$ cat config.mk
export PLATFORM = sky130hd
export DESIGN_NAME = bpr_out_fifo
export DESIGN_NICKNAME = d
export VERILOG_FILES = /design/src/design/bpr_pkg.sv /design/src/design/bpr_out_fifo.sv
export SDC_FILE = /design/constraint.sdc
export NUM_CORES = 1
export LEC_CHECK = 0
export BUFFER_PORTS_ARGS = -buffer_cell sky130_fd_sc_hd__buf_4
export CAP_MARGIN = 25
export CORE_UTILIZATION = 30
export CTS_BUF_LIST = sky130_fd_sc_hd__clkbuf_16
export CTS_CLUSTER_DIAMETER = 30
export CTS_CLUSTER_SIZE = 12
export DETAILED_ROUTE_END_ITERATION = 8
export PLACE_DENSITY = 0.57
export SLEW_MARGIN = 15
export SYNTH_ARGS = -nofsm -noshare
export SYNTH_HDL_FRONTEND = slang
export SYNTH_SLANG_ARGS = --single-unit
$ cat constraint.sdc
create_clock -name clk_i -period 5.8 [get_ports clk_i]
set_input_delay 1.16 -clock clk_i [delete_from_list [all_inputs] [get_ports clk_i]]
set_output_delay 1.16 -clock clk_i [all_outputs]
set_load 0.1 [all_outputs]
$ cat src/design/bpr_pkg.sv
// ----------------------------------------------------------------------------
// bpr_pkg: shared types and constants of the bitmap pixel row decoder
// Sizes of the palette, the row and the result queue, command and format
// codes, and the records that travel between the decoder's stages.
// ----------------------------------------------------------------------------
package bpr_pkg;

  localparam int MAX_WIDTH   = 4096;
  localparam int PAL_DEPTH   = 256;
  localparam int PAL_AW      = $clog2(PAL_DEPTH);
  localparam int COL_W       = $clog2(MAX_WIDTH + 1);
  localparam int STRIDE_W    = $clog2(3 * MAX_WIDTH + 4);
  localparam int CFG_W       = 13;
  localparam int OUT_COL_W   = 12;
  localparam int CH_W        = 8;
  localparam int RGB_W       = 3 * CH_W;
  localparam int HELD_W      = 2 * CH_W;
  localparam int FIFO_DEPTH  = 4;
  localparam int FIFO_AW     = $clog2(FIFO_DEPTH);
  localparam int FIFO_CW     = $clog2(FIFO_DEPTH + 1);

  typedef enum logic [1:0] {
    CMD_PAL_WRITE = 2'd0,
    CMD_PIXEL     = 2'd1,
    CMD_RESTART   = 2'd2
  } cmd_e;

  typedef enum logic [1:0] {
    FMT_PAL4  = 2'd0,
    FMT_PAL8  = 2'd1,
    FMT_BGR24 = 2'd2
  } fmt_e;

  typedef enum logic [0:0] {
    CFG_PIXEL_FORMAT = 1'b0,
    CFG_IMAGE_WIDTH  = 1'b1
  } cfg_idx_e;

  typedef enum logic [1:0] {
    PH_BLUE  = 2'd0,
    PH_GREEN = 2'd1,
    PH_RED   = 2'd2
  } phase_e;

  // One pending pixel: either a palette lookup or a colour known already.
  typedef struct packed {
    logic                 direct;
    logic                 blank;
    logic [PAL_AW-1:0]    idx;
    logic [RGB_W-1:0]     rgb;
    logic [OUT_COL_W-1:0] col;
    logic                 row_end;
    logic                 last;
  } req_t;

  typedef struct packed {
    logic [RGB_W-1:0]     rgb;
    logic [OUT_COL_W-1:0] col;
    logic                 row_end;
    logic                 last;
  } pix_t;

endpackage

$ cat src/design/bpr_out_fifo.sv
// ----------------------------------------------------------------------------
// bpr_out_fifo: result queue of the decoder
// A short queue of finished pixels; it lets lookups carry on while the
// output side stalls and reports its fill level for flow control.
// ----------------------------------------------------------------------------
module bpr_out_fifo import bpr_pkg::*; (
  input  logic               clk_i,
  input  logic               rst_ni,
  input  logic               push_i,
  input  pix_t               push_data_i,
  input  logic               pop_i,
  output pix_t               pop_data_o,
  output logic [FIFO_CW-1:0] level_o
);

  pix_t               mem_q [FIFO_DEPTH];
  logic [FIFO_AW-1:0] wr_ptr_q, wr_ptr_d;
  logic [FIFO_AW-1:0] rd_ptr_q, rd_ptr_d;
  logic [FIFO_CW-1:0] level_q, level_d;

  always_comb begin
    wr_ptr_d = wr_ptr_q;
    rd_ptr_d = rd_ptr_q;
    level_d  = level_q;
    if (push_i) begin
      wr_ptr_d = wr_ptr_q + FIFO_AW'(1);
    end
    if (pop_i) begin
      rd_ptr_d = rd_ptr_q + FIFO_AW'(1);
    end
    if (push_i && !pop_i) begin
      level_d = level_q + FIFO_CW'(1);
    end else if (pop_i && !push_i) begin
      level_d = level_q - FIFO_CW'(1);
    end
  end

  always_ff @(posedge clk_i or negedge rst_ni) begin
    if (!rst_ni) begin
      wr_ptr_q <= '0;
      rd_ptr_q <= '0;
      level_q  <= '0;
    end else begin
      wr_ptr_q <= wr_ptr_d;
      rd_ptr_q <= rd_ptr_d;
      level_q  <= level_d;
    end
  end

  always_ff @(posedge clk_i) begin
    if (push_i) begin
      mem_q[wr_ptr_q] <= push_data_i;
    end
  end

  assign pop_data_o = mem_q[rd_ptr_q];
  assign level_o    = level_q;

endmodule

==> impl_metrics.json, run 1 <==
{
  "drtIter0Drc": 152,
  "syn_inst": 231,
  "highest-signal-layer": "met4",
  "holdBufCountCts": 0,
  "regArea_um2": 4745,
  "crit_path_start_kind": "flip-flop",
  "maxCapViolations": 0,
  "ys_types": 17,
  "wl_um": 11170,
  "vias": 2594,
  "coreArea_um2": 19020,
  "gp_congestion": 0.6225,
  "slowest_delay_ps": 1000,
  "die-area_um2": 20270,
  "drc": 0,
  "clkLatencyLatePin_ps": 410,
  "overflow": 0,
  "grt_pass1_wl_um": 17240,
  "io_pins": 83,
  "numPortBuffers": 82,
  "die_w_um": 142.4,
  "max_freq_mhz": 287.7,
  "drtPass1Iterations": 4,
  "dpl_cell_area_um2": 6787,
  "wl_per_cell_um": 18.65,
  "cts_made_buffers": 17,
  "rsz0062_at_grt": "false",
  "postCtsSetupBuffers": 0,
  "fin_area_um2": 7308,
  "cts_max_level": 4,
  "finalCriticalPeriod_ps": 3476,
  "ys_seq_elements": 159,
  "timing.final.max_slew_violations": 0,
  "setup_violations": 0,
  "synth_fp_nets": 279,
  "async_flop_share_pct": 4.403,
  "initial_core_util_pct": 31.09,
  "hold_path.class": "flip-flop to flip-flop",
  "critPathBufInv": 1,
  "clkTransAtPathRegs_ps": 60,
  "cts_max_path_buffers": 2,
  "synth_edf_count": 152,
  "m1WireLength_um": 4862,
  "end_kind": "primary output",
  "antenna_left": 0,
  "min_period_over_period_pct": 59.93,
  "grt_util_all_layers_pct": 12.14,
  "tns_ps": 0,
  "report.final.hold_viol_count": 0,
  "cts_tree": "done",
  "cts.sink_count": 159,
  "syn_avg_cell_area_um2": 25.59,
  "n_fill_cell": 1763,
  "required_ps": 4640,
  "status": "finished, final reports clean",
  "synth_area_leaders": "edfxtp_1 77%, mux4_2 14%, dfrtp_1 3.0%",
  "yosys.area.top_type": "edfxtp_1",
  "cts_root_buf": "clkbuf_16",
  "grt_pass1_vias": 2923,
  "slew_headroom_pct": 42.63,
  "cts-resized-gates": 0,
  "netlist_area_um2": 5912,
  "ys_warn_count": 0,
  "rows": 50,
  "final.setup_skew_ps": 8.532,
  "dp.cells": 567,
  "cp.arrival_ps": 2320,
  "cp_max_fo": 40,
  "wl_met2_um": 5622,
  "nets": 374,
  "grt_antenna_before_repair": 0,
  "slowest_stage": "dfrtp_4",
  "multiInputGateArea_um2": 1051,
  "drive_above_1_share_pct": 45.72,
  "grt_max_degree": 41,
  "synthFlopType": "edfxtp_1",
  "worstSetupPathType": "flip-flop to primary output",
  "via_per_inst": 4.331,
  "wl_met3_um": 539,
  "tightest_slew_ps": 860.5,
  "crit_chain": "mux4_2 > buf_4",
  "yosysSeqAreaShare_pct": 80.17,
  "fin_cells": 599,
  "area_growth_pct": 23.62,
  "synth.top_cell.area_share_pct": 77.21,
  "dp_hpwl_um": 6377,
  "critPathTopFamily": "flip-flops",
  "die_y_um": 142.4,
  "synth.most_common_cell": "edfxtp_1",
  "antenna_cells": 0,
  "synth.top_cells.by_count": "152 x edfxtp_1, 38 x mux4_2, 7 x dfrtp_1, 5 x ha_1"
}
worst register-to-register path: cells and delay by family (launching register included):
family,cells,cell delay (ps)
simple gates,1,300
flops,1,420
fa+ha+maj,1,140
buf+inv,2,620
kinds of logic after synthesis:
kind of cell | after synthesis | share of synthesized area [%]
fa+ha+maj | 6 | 1.397
xor+xnor | 6 | 0.8889
mux | 39 | 14.67
buf+inv | 13 | 2.180
compound gates | 1 | 0.08457
simple gates | 7 | 0.6137
flops | 159 | 80.17
state kept, by name, summed over array words and instances (netlist names):
| signal | count |
|---|---|
| mem_q | 152 |
| level_o | 3 |
| wr_ptr_q | 2 |
| rd_ptr_q | 2 |
per-stage QoR:
stage / util [%] / setup WS [ps] / hold WS [ps]
2_1_floorplan: - / 3269 / 493.6
3_3_place_gp: 35.57 / 2667 / 462.8
3_5_place_dp: 35.68 / 2655 / 482.6
4_1_cts: 38.43 / 2197 / 496.9
5_1_grt: 38.43 / 2141 / 506.7
6_report: 38.43 / 2324 / 495.1
layout make-up:
type                            instances  share of cell area, %
Inverter                                4                 0.2054
Multi-Input combinational cell         59                  14.38
Clock inverter                         15                  1.318
Timing Repair Buffer                   85                  8.903
Sequential cell                       159                  64.92
Clock buffer                           17                  5.821
Tap cell                              260                  4.451
routing by layer:
layer  up-vias  track usage [%]
met5         -                0
met3        14            3.769
met2        60            19.79
met1      1362            15.14
li1       1158                -
met4         0            4.584
worst paths after layout:
kind                             endpoint  slack, ps  depth (start not counted)   startpoint
max                        pop_data_o[14]       2320                          2  rd_ptr_q[0]
max in group asynchronous     rd_ptr_q[0]       5100                          1       rst_ni
max reg2reg                  mem_q[2][20]       3930                          4  wr_ptr_q[0]
min in group asynchronous      level_o[2]        550                          1       rst_ni
min                            level_o[2]        500                          1   level_o[2]
min reg2reg                    level_o[2]        500                          1   level_o[2]
placed cells by master (no fill, tap or decap), drive strengths merged, types with 2 or more instances in the layout:
cell | synthesis | final
dfrtp | 7 | 7
clkbuf | 0 | 17
clkinv | 0 | 6
mux4 | 38 | 38
and2 | 4 | 4
ha | 5 | 5
xnor2 | 2 | 2
xor2 | 4 | 4
edfxtp | 152 | 152
clkinvlp | 0 | 2
buf | 9 | 85
nand2 | 2 | 2
inv | 4 | 10
Power of run 1 is left out: the tool's default activity adds up to more than one toggle a clock period on the data nets, which glitch-free logic cannot reach.
==> run 2, diff against run 1 <==
--- a/config.mk
+++ b/config.mk
@@ -12,7 +12,7 @@
 export CTS_CLUSTER_DIAMETER = 30
 export CTS_CLUSTER_SIZE = 12
 export DETAILED_ROUTE_END_ITERATION = 8
-export PLACE_DENSITY = 0.57
+export PLACE_DENSITY = 0.59
 export SLEW_MARGIN = 15
 export SYNTH_ARGS = -nofsm -noshare
 export SYNTH_HDL_FRONTEND = slang
==> constraint.sdc (replaced) <==
create_clock -name clk_i -period 3.1 [get_ports clk_i]
set_input_delay 0.62 -clock clk_i [delete_from_list [all_inputs] [get_ports clk_i]]
set_output_delay 0.62 -clock clk_i [all_outputs]
set_load 0.1 [all_outputs]
==> impl_metrics.json, run 2 (same netlist as run 1, synthesis figures left out) <==
{
  "status": "finished, final reports clean",
  "overflow": 0,
  "crit_chain": "buf_4 > mux4_2 > buf_4",
  "die_y_um": 142.4,
  "cts_made_buffers": 17,
  "rows": 50,
  "slowest_delay_ps": 660,
  "slowest_stage": "dfrtp_4",
  "area_growth_pct": 25.74,
  "drive_above_1_share_pct": 46.53,
  "final.setup_skew_ps": 8.355,
  "initial_core_util_pct": 31.09,
  "critPathBufInv": 2,
  "timing.final.max_slew_violations": 0,
  "r2r-start": "wr_ptr_q[0]",
  "wl_um": 10510,
  "postCtsSetupBuffers": 0,
  "layout_common_cells": "152 x edfxtp_1, 87 x buf_4, 38 x mux4_2",
  "antenna_left": 0,
  "vias": 2630,
  "wl_per_cell_um": 17.34,
  "die-area_um2": 20270,
  "crit_path_start_kind": "flip-flop",
  "maxCapViolations": 0,
  "die_w_um": 142.4,
  "cts_tree": "done",
  "report.final.hold_viol_count": 0,
  "required_ps": 2480,
  "regMostFlops": "mem_q",
  "cts_max_level": 4,
  "gp_congestion": 0.7142,
  "largest_register_ffs": 152,
  "dp_hpwl_um": 6516,
  "rsz0062_at_grt": "false",
  "clkLatencyLatePin_ps": 410,
  "coreArea_um2": 19020,
  "final_common_cell": "edfxtp_1",
  "drtIter0Drc": 118,
  "r2r_end": "mem_q[0][1]",
  "path_common_cell": "buf_4",
  "holdPathEnd": "mem_q[2][29]",
  "grt_pass1_wl_um": 16140,
  "hp-start": "push_data_i[29]",
  "grt_pass1_vias": 2868,
  "nets": 381,
  "reg2reg_slack_ps": 1140,
  "slew_headroom_pct": 58.01,
  "via_per_inst": 4.340,
  "min_period_over_period_pct": 89.26,
  "n_fill_cell": 1744,
  "finalCriticalPeriod_ps": 2767,
  "end_kind": "primary output",
  "setup_violations": 0,
  "hold_path.class": "input port to flip-flop",
  "antenna_cells": 0,
  "drc": 0,
  "cp.arrival_ps": 2150,
  "cp_max_fo": 17,
  "worstSetupPathType": "flip-flop to primary output",
  "reg2reg_depth": 4,
  "io_pins": 83,
  "holdWs_ps": 399.4,
  "numPortBuffers": 82,
  "tns_ps": 0,
  "worstHoldPathCells": 1,
  "cts.sink_count": 159,
  "grt_util_all_layers_pct": 11.25,
  "cts_root_buf": "clkbuf_16",
  "critPathTopFamily": "flip-flops",
  "clkTransAtPathRegs_ps": 60,
  "tightest_slew_ps": 629.9,
  "drtPass1Iterations": 4,
  "max_freq_mhz": 361.4,
  "grt_antenna_before_repair": 0,
  "cts_max_path_buffers": 2,
  "grt_max_degree": 24
}
[run 2: how the worst max path moves through the flow]
stage / from / to / depth (start not counted)
detailed placement: rd_ptr_q[0] / pop_data_o[2] / 3
floorplan: rd_ptr_q[0] / pop_data_o[0] / 3
CTS: rd_ptr_q[0] / pop_data_o[2] / 3
global route: rd_ptr_q[0] / pop_data_o[4] / 3
finish: rd_ptr_q[0] / pop_data_o[2] / 3
global placement: rd_ptr_q[0] / pop_data_o[6] / 3
[run 2: cell type report]
cell class / count / area [um^2] / area share [%]
sequential: 159 / 4745 / 63.83
multi-input combinational: 59 / 1049 / 14.11
timing repair buffer: 92 / 743.2 / 9.998
clock buffer: 17 / 425.4 / 5.723
tap: 260 / 325.3 / 4.376
clock inverter: 15 / 131.4 / 1.767
inverter: 4 / 15.01 / 0.2020
[run 2: timing repair]
action                                  4_1_cts  5_1_grt
endpoints found under the setup margin        0        0
hold buffers                                  1        0
hold endpoints to repair                      7        0
gates resized for setup                       0        0
[run 2: routing by layer]
metal	vias to the layer above	part of all wire (%)	track usage (%)
li1	1175	-	-
met1	1379	44	13.70
met2	61	49	17.93
met3	15	5.3	4.206
met4	0	1.6	4.754
met5	-	0	0
[run 2: stage by stage]
stage / cell area, um^2 / utilization (%) / std cells / setup WS (ps)
after floorplan: 5912 / - / 231 / 1109
after global placement: 6867 / 36.11 / 573 / 735.0
after detailed placement: 6867 / 36.11 / 573 / 701.0
after CTS: 7433 / 39.09 / 606 / 238.8
after global routing: 7433 / 39.09 / 606 / 178.9
final: 7433 / 39.09 / 606 / 333.0
Power of run 2 is left out for the same reason.
==> run 3, diff against run 2 <==
--- a/config.mk
+++ b/config.mk
@@ -12,7 +12,8 @@
 export CTS_CLUSTER_DIAMETER = 30
 export CTS_CLUSTER_SIZE = 12
 export DETAILED_ROUTE_END_ITERATION = 8
-export PLACE_DENSITY = 0.59
+export HOLD_SLACK_MARGIN = 0.03
+export PLACE_DENSITY_LB_ADDON = 0.2
 export SLEW_MARGIN = 15
 export SYNTH_ARGS = -nofsm -noshare
 export SYNTH_HDL_FRONTEND = slang
==> constraint.sdc (replaced) <==
create_clock -name clk_i -period 3.2 [get_ports clk_i]
set_input_delay 0.64 -clock clk_i [delete_from_list [all_inputs] [get_ports clk_i]]
set_output_delay 0.64 -clock clk_i [all_outputs]
set_load 0.1 [all_outputs]
==> impl_metrics.json, run 3 (same netlist as run 1, synthesis figures left out) <==
{
  "finalCriticalPeriod_ps": 2938,
  "numPortBuffers": 82,
  "path_common_cell": "buf_4",
  "reg2reg_slack_ps": 1440,
  "rows": 50,
  "critPathTopFamily": "flip-flops",
  "n_fill_cell": 1747,
  "slew_headroom_pct": 58.80,
  "max_freq_mhz": 340.4,
  "coreArea_um2": 19020,
  "clkTransAtPathRegs_ps": 60,
  "antenna_cells": 0,
  "wl_um": 10930,
  "drive_above_1_share_pct": 47.70,
  "cts_max_level": 4,
  "clkLatencyLatePin_ps": 420,
  "cts_made_buffers": 17,
  "tightest_slew_ps": 618.1,
  "min_period_over_period_pct": 91.82,
  "r2r-start": "wr_ptr_q[0]",
  "cts_tree": "done",
  "critPathBufInv": 2,
  "cts-resized-gates": 0,
  "grt_util_all_layers_pct": 11.73,
  "vias": 2646,
  "largest_register_ffs": 152,
  "nets": 383,
  "drtPass1Iterations": 4,
  "status": "finished, final reports clean",
  "reg2reg_depth": 4,
  "holdPathEnd": "mem_q[3][32]",
  "dp_hpwl_um": 6864,
  "initial_core_util_pct": 31.09,
  "r2r_end": "mem_q[0][4]",
  "cts_root_buf": "clkbuf_16",
  "rsz0062_at_grt": "false",
  "die_w_um": 142.4,
  "final_common_cell": "edfxtp_1",
  "maxCapViolations": 0,
  "grt_max_degree": 39,
  "end_kind": "primary output",
  "wl_per_cell_um": 17.98,
  "fin_cells": 608,
  "setup_violations": 0,
  "grt_antenna_before_repair": 0,
  "worstSetupPathType": "flip-flop to primary output",
  "crit_path_start_kind": "flip-flop",
  "area_growth_pct": 26.01,
  "timing.final.max_slew_violations": 0,
  "antenna_left": 0,
  "worstHoldPathCells": 1,
  "cp.arrival_ps": 2300,
  "report.final.hold_viol_count": 0,
  "drtIter0Drc": 97,
  "hp-start": "push_data_i[32]",
  "regMostFlops": "mem_q",
  "via_per_inst": 4.352,
  "slowest_delay_ps": 760,
  "cts_max_path_buffers": 2,
  "overflow": 0,
  "tns_ps": 0,
  "holdWs_ps": 416.8,
  "grt_pass1_vias": 2946,
  "final.setup_skew_ps": 8.893,
  "cp_max_fo": 25,
  "grt_pass1_wl_um": 16650,
  "hold_path.class": "input port to flip-flop",
  "gp_congestion": 0.6267,
  "drc": 0,
  "die_y_um": 142.4,
  "crit_chain": "buf_4 > mux4_2 > buf_4",
  "required_ps": 2560,
  "cts.sink_count": 159,
  "dp.cells": 575,
  "io_pins": 83,
  "slowest_stage": "dfrtp_4",
  "layout_common_cells": "152 x edfxtp_1, 93 x buf_4, 38 x mux4_2",
  "die-area_um2": 20270
}
==> run 3: cell count changes in the layout (fill, tap and decap cells not counted), sizes merged <==
| cell | previous run | this run |
|---|---|---|
| inv | 10 | 8 |
| buf | 91 | 93 |
| bufinv | 2 | 4 |
| clkinvlp | 3 | 2 |
| clkinv | 4 | 5 |
==> run 3: worst max path at each step <==
stage / start / to / slack [ps] / cells past startpoint
finish: rd_ptr_q[0] / pop_data_o[32] / 260 / 3
global route: rd_ptr_q[0] / pop_data_o[32] / 120 / 3
CTS: rd_ptr_q[0] / pop_data_o[32] / 170 / 3
detailed placement: rd_ptr_q[0] / pop_data_o[32] / 630 / 3
global placement: rd_ptr_q[0] / pop_data_o[7] / 630 / 3
floorplan: rd_ptr_q[0] / pop_data_o[0] / 1190 / 3
==> run 3: through the flow <==
stage	util [%]	instance area, um^2	setup slack (ps)
after floorplan	-	5912	1189
after global placement	35.92	6832	626.2
after detailed placement	35.92	6832	628.5
after CTS	39.17	7450	166.6
after global routing	39.17	7450	116.2
final	39.17	7450	261.9
==> run 3: layer usage <==
| layer | part of all wire, % | vias up | global-route usage, % | wire (um) |
|---|---|---|---|---|
| met3 | 6.0 | 16 | 4.105 | 661 |
| met2 | 48 | 75 | 18.52 | 5298 |
| met4 | 2.0 | 0 | 5.433 | 219 |
| li1 | - | 1177 | - | - |
| met1 | 43 | 1378 | 14.44 | 4749 |
| met5 | 0 | - | 0 | 0 |
==> run 3: cell type report <==
| type | count | area, um^2 | area share (%) |
|---|---|---|---|
| Clock buffer | 17 | 425.4 | 5.710 |
| Clock inverter | 15 | 182.7 | 2.452 |
| Inverter | 4 | 15.01 | 0.2015 |
| Multi-Input combinational cell | 59 | 1049 | 14.07 |
| Sequential cell | 159 | 4745 | 63.69 |
| Tap cell | 260 | 325.3 | 4.367 |
| Timing Repair Buffer | 94 | 708.2 | 9.506 |
==> run 3: timing repair <==
action | in CTS | in global routing
hold endpoints to repair | 7 | 0
buffers inserted | 0 | 0
hold buffers | 1 | 0
Power of run 3 is left out for the same reason.
